## src/bmpq_pkg.sv

```systemverilog
package bmpq_pkg;

    localparam int DEPTH = 16;
    localparam int CNT_W = $clog2(DEPTH + 1);
    localparam int VALUE_W = 32;
    localparam int CAP_W = 5;
    localparam int STATUS_W = 2;
    localparam int OCC_W = 5;
    localparam int CAP_RESET = (16 > DEPTH) ? DEPTH : 16;

    typedef enum logic [STATUS_W-1:0] {
        STATUS_OK    = 2'd0,
        STATUS_FULL  = 2'd1,
        STATUS_EMPTY = 2'd2
    } status_t;

    typedef enum logic {
        CMD_INSERT = 1'b0,
        CMD_REMOVE = 1'b1
    } command_t;

    typedef struct packed {
        logic                      insert;
        logic                      remove;
        logic signed [VALUE_W-1:0] value;
    } bmpq_op_t;

endpackage

```

## src/bounded_max_priority_queue_top.sv

```systemverilog
// A result beat appears in the cycle after its command beat is accepted.
// Throughput: one command per cycle, insert or remove, as long as the result side
// takes beats; the sorted cell chain is updated in the cycle that accepts either command.
// Reset (rst_n, asynchronous, active low) empties the queue and sets the
// capacity to 16 clamped to the depth; stored values are not cleared.
module bounded_max_priority_queue_top (
    input  logic        clk,
    input  logic        rst_n,
    input  logic        cfg_valid,
    output logic        cfg_ready,
    input  logic [4:0]  cfg_data,      // capacity
    input  logic        s_tvalid,
    output logic        s_tready,
    input  logic [31:0] s_tdata,       // value
    input  logic [0:0]  s_tuser,       // command
    output logic        m_tvalid,
    input  logic        m_tready,
    output logic [39:0] m_tdata,       // max_value[31:0], occupancy[36:32], zeros
    output logic [1:0]  m_tuser        // status
);
    import bmpq_pkg::*;

    localparam int CMP_W = CNT_W + CAP_W;

    logic [CAP_W-1:0]          capacity_reg;
    logic [CNT_W-1:0]          count_reg;
    logic [CNT_W-1:0]          count_next;
    logic                      out_valid_reg;
    status_t                   status_reg;
    status_t                   status_next;
    logic signed [VALUE_W-1:0] max_reg;
    logic signed [VALUE_W-1:0] max_next;
    logic [OCC_W-1:0]          occ_reg;

    logic      accept;
    logic      is_remove;
    logic      full;
    logic      empty;
    bmpq_op_t  op;

    logic [DEPTH-1:0]          occupied;
    logic [DEPTH-1:0]          ins;
    logic signed [VALUE_W-1:0] vals [DEPTH];

    assign cfg_ready = 1'b1;
    assign s_tready  = !out_valid_reg || m_tready;
    assign accept    = s_tvalid && s_tready;
    assign is_remove = (command_t'(s_tuser[0]) == CMD_REMOVE);

    assign full  = (CMP_W'(count_reg) >= CMP_W'(capacity_reg))
                || (count_reg == CNT_W'(DEPTH));
    assign empty = (count_reg == '0);

    assign op.insert = accept && !is_remove && !full;
    assign op.remove = accept && is_remove && !empty;
    assign op.value  = s_tdata;

    always_comb
    begin
        count_next  = count_reg;
        status_next = STATUS_OK;
        max_next    = '0;
        if (is_remove)
        begin
            if (empty)
            begin
                status_next = STATUS_EMPTY;
            end
            else
            begin
                max_next   = vals[0];
                count_next = count_reg - CNT_W'(1);
            end
        end
        else
        begin
            if (full)
            begin
                status_next = STATUS_FULL;
            end
            else
            begin
                count_next = count_reg + CNT_W'(1);
            end
        end
    end

    genvar gi;
    generate
        for (gi = 0; gi < DEPTH; gi++)
        begin : g_cell
            logic                      p_ins;
            logic signed [VALUE_W-1:0] p_val;
            logic signed [VALUE_W-1:0] n_val;

            assign occupied[gi] = (CMP_W'(gi) < CMP_W'(count_reg));

            if (gi == 0)
            begin : g_first
                assign p_ins = 1'b0;
                assign p_val = '0;
            end
            else
            begin : g_mid
                assign p_ins = ins[gi-1];
                assign p_val = vals[gi-1];
            end

            if (gi == DEPTH - 1)
            begin : g_last
                assign n_val = '0;
            end
            else
            begin : g_body
                assign n_val = vals[gi+1];
            end

            bmpq_cell u_cell (
                .clk      (clk),
                .op       (op),
                .occupied (occupied[gi]),
                .prev_ins (p_ins),
                .prev_val (p_val),
                .next_val (n_val),
                .ins      (ins[gi]),
                .val      (vals[gi])
            );
        end
    endgenerate

    always_ff @(posedge clk or negedge rst_n)
    begin
        if (!rst_n)
        begin
            capacity_reg  <= CAP_W'(CAP_RESET);
            count_reg     <= '0;
            out_valid_reg <= 1'b0;
        end
        else
        begin
            if (cfg_valid && cfg_ready)
            begin
                capacity_reg <= cfg_data;
            end
            if (accept)
            begin
                count_reg     <= count_next;
                out_valid_reg <= 1'b1;
            end
            else if (m_tready)
            begin
                out_valid_reg <= 1'b0;
            end
        end
    end

    always_ff @(posedge clk)
    begin
        if (accept)
        begin
            status_reg <= status_next;
            max_reg    <= max_next;
            occ_reg    <= OCC_W'(count_next);
        end
    end

    assign m_tvalid = out_valid_reg;
    assign m_tdata  = {3'b000, occ_reg, max_reg};
    assign m_tuser  = status_reg;

endmodule

```

## src/bmpq_cell.sv

```systemverilog
module bmpq_cell (
    input  logic                               clk,
    input  bmpq_pkg::bmpq_op_t                 op,
    input  logic                               occupied,
    input  logic                               prev_ins,
    input  logic signed [bmpq_pkg::VALUE_W-1:0] prev_val,
    input  logic signed [bmpq_pkg::VALUE_W-1:0] next_val,
    output logic                               ins,
    output logic signed [bmpq_pkg::VALUE_W-1:0] val
);
    import bmpq_pkg::*;

    logic signed [VALUE_W-1:0] val_reg;
    logic signed [VALUE_W-1:0] val_next;

    // The chain is kept in descending order. A new value lands in the first
    // cell that is empty or holds a smaller value; the cells behind it shift
    // back by one.
    assign ins = !occupied || (op.value > val_reg);
    assign val = val_reg;

    always_comb
    begin
        val_next = val_reg;
        if (op.insert)
        begin
            if (prev_ins)
            begin
                val_next = prev_val;
            end
            else if (ins)
            begin
                val_next = op.value;
            end
        end
        else if (op.remove)
        begin
            val_next = next_val;
        end
    end

    always_ff @(posedge clk)
    begin
        val_reg <= val_next;
    end

endmodule

```

## config.mk

```make
export PLATFORM = sky130hd
export DESIGN_NAME = bounded_max_priority_queue_top
export DESIGN_NICKNAME = d
export VERILOG_FILES = /design/src/bmpq_pkg.sv /design/src/bounded_max_priority_queue_top.sv /design/src/bmpq_cell.sv
export SDC_FILE = /design/constraint.sdc
export NUM_CORES = 2
export LEC_CHECK = 0
export BUFFER_PORTS_ARGS = -buffer_cell sky130_fd_sc_hd__clkbuf_2
export CORE_ASPECT_RATIO = 1.25
export CORE_MARGIN = 2
export CORE_UTILIZATION = 50
export CTS_CLUSTER_SIZE = 8
export DETAILED_ROUTE_END_ITERATION = 16
export PLACE_DENSITY_LB_ADDON = 0.2
export SYNTH_ARGS = -nofsm -noshare
export SYNTH_HDL_FRONTEND = slang
export SYNTH_HIERARCHICAL = 1
export SYNTH_SLANG_ARGS = --single-unit
```

## constraint.sdc

```tcl
create_clock -name clk -period 13.4 [get_ports clk]
set_input_delay 1.34 -clock clk [delete_from_list [all_inputs] [get_ports clk]]
set_output_delay 1.34 -clock clk [all_outputs]
set_load 0.01 [all_outputs]
```

==> flow_summary.ini <==
[synthesis]
yosys_warnings = 6
synth_area_per_cell_um2 = 9.45
netlist_area_um2 = 42800
syn_inst = 4526

[setup_path]
crit_type = register to register
critPathMaxFanout = 224
crit_required_ns = 13.73
arrival_ns = 6.14
crit_start = count_reg[0]
cp-start-kind = register
regToRegStartpoint = count_reg[0]
end_kind = register

[clock_network]
clock_latency_ns = 0.63
clkTransAtPathRegs_ns = 0.05
clock_sinks = 562
postCtsSetupRepairBufs = 0
htreeDepth = 3
cts.path.max_buffers = 3
cts_tree = yes
cts-hold-fix-buffers = 0
ctsResizeCount = 0
cts_made_buffers = 80
root_buffer = clkbuf_16

[power_and_ir_drop]
pwr-share-clk_pct = 25.6
power_density_nw_per_um2 = 154
p_int_mw = 4.55
pwr-share-comb_pct = 37.9
p_sw_share_pct = 37.0
vdd_drop_max_uv = 106
switchingPower_mw = 2.67
power_frac_seq_pct = 36.5
leakage_nw = 22.1

[floorplan]
die_area_um2 = 87900
die_h_um = 331
start_util_pct = 50.6
rows = 119
die_x_um = 266
io-pin-count = 88
coreArea_um2 = 84400

[detailed_routing]
first_pass_iters = 5
drt.antenna.violating_nets = 0
drc = 0
drt-initial-drc-count = 1965
via_per_inst = 5.61
vias = 32200
wl_per_cell_um = 18.4
wirelength_um = 106000

[sta]
setup_tns_ns = 0
drv_slew = 0
max_slew_margin_pct = 17.8
period_needed_ns = 5.81
rsz0062_at_grt = no
fmax_mhz = 172
final.period_utilization_pct = 43.3
finClkSkew_ns = 0.0110
fin_hold_ws_ns = 0.529
worst_slew_pin_slew_ns = 1.22
final_hold_viol_count = 0
final-setup-viol-count = 0

[final_layout]
final_nets = 5195
largest_reg_flops = 512
fin_area_um2 = 46900
num-fill-cells = 7582
drive_above_1_share_pct = 6.99
diodes = 0
post-route-util_pct = 55.6
stdcell_count = 5741
syn_to_final_growth_pct = 9.72

[placed_design]
io_buffers = 83
place_area_um2 = 44800
dp_hpwl_um = 79600
place.gp.congestion = 0.891
place_inst = 5638

[hold_path]
hold_path.class = register to register
min-delay-start = capacity_reg[0]

[run_status]
status = finished clean

[grt]
grt_pass1_vias = 32000
grt_pass1_wl_um = 168000
antenna_found_initial = 0
grtUsageTotal_pct = 23.9
grt_max_degree = 225
grt_overflow = 0

[flow_run]
drv_cap = 0
## cell usage in the layout (no fill, tap or decap), types with 17 or more instances in the layout
cell       count
a211o_1       17
a211oi_1      32
a21oi_1      744
and3_1        47
buf_4         64
clkbuf_1      17
clkbuf_16     82
clkbuf_2      83
conb_1        69
edfxtp_1     551
ha_1         521
inv_1        571
mux2i_1      513
nand2_1      162
nand2b_1      18
nand3_1       98
nand4_1      128
nor2_1       556
nor2b_1       17
nor3_1        36
o21ai_0      112
o22ai_1       18
## routing by layer
layer	track usage (%)	part of all wire [%]	vias to the layer above
met2	46.0	53	519
met1	27.2	41	15000
met5	0	0	-
met3	2.46	3.1	161
li1	-	-	16500
met4	8.76	3.1	0
## power groups by stage
stage / Sequential [mW] / Combinational (mW) / Clock (mW)
6_report: 2.64 / 2.74 / 1.85
3_5_place_dp: 2.67 / 2.73 / 0
2_1_floorplan: 2.59 / 2.04 / 0
4_1_cts: 2.64 / 2.74 / 1.89
5_1_grt: 2.68 / 3.05 / 1.95
3_3_place_gp: 2.66 / 2.66 / 0
## layout make-up
type | count | area [um2] | share of cell area (%)
Multi-Input combinational cell | 3264 | 23500 | 50.0
Sequential cell | 562 | 16800 | 35.9
Inverter | 573 | 2150 | 4.58
Clock buffer | 99 | 2120 | 4.51
Tap cell | 1089 | 1360 | 2.90
Timing Repair Buffer | 150 | 956 | 2.04
Clock inverter | 4 | 37.5 | 0.0800
## worst max-delay path, stage by stage, from the launching register on
cell,delay (ns)
dfrtp_1,0.58
inv_1,0.21
ha_1,0.31
nor2b_1,0.17
o21ai_0,0.14
o21ai_2,0.40
nand2_1,0.22
nor2_4,0.56
buf_4,0.88
buf_12,0.71
buf_4,0.90
a21oi_1,0.17
## metrics by stage
step / setup WS (ns) / total power, mW
after global placement: 7.34 / 5.32
final: 7.59 / 7.22
after detailed placement: 7.27 / 5.41
after global routing: 7.14 / 7.68
after floorplan: 7.35 / 4.64
after CTS: 7.74 / 7.27
## worst paths after layout
kind	end	slack, ns	depth (start not counted)
worst max-delay path	g_cell[7].u_cell/val[20]	7.59	11
worst min-delay path	capacity_reg[0]	0.53	1
worst max register to register	g_cell[7].u_cell/val[20]	7.59	11
worst min register to register	capacity_reg[0]	0.53	1
max in group asynchronous	capacity_reg[4]	12.51	1
min in group asynchronous	capacity_reg[1]	0.60	1
Note: power is estimated with default switching activity, not from simulation.
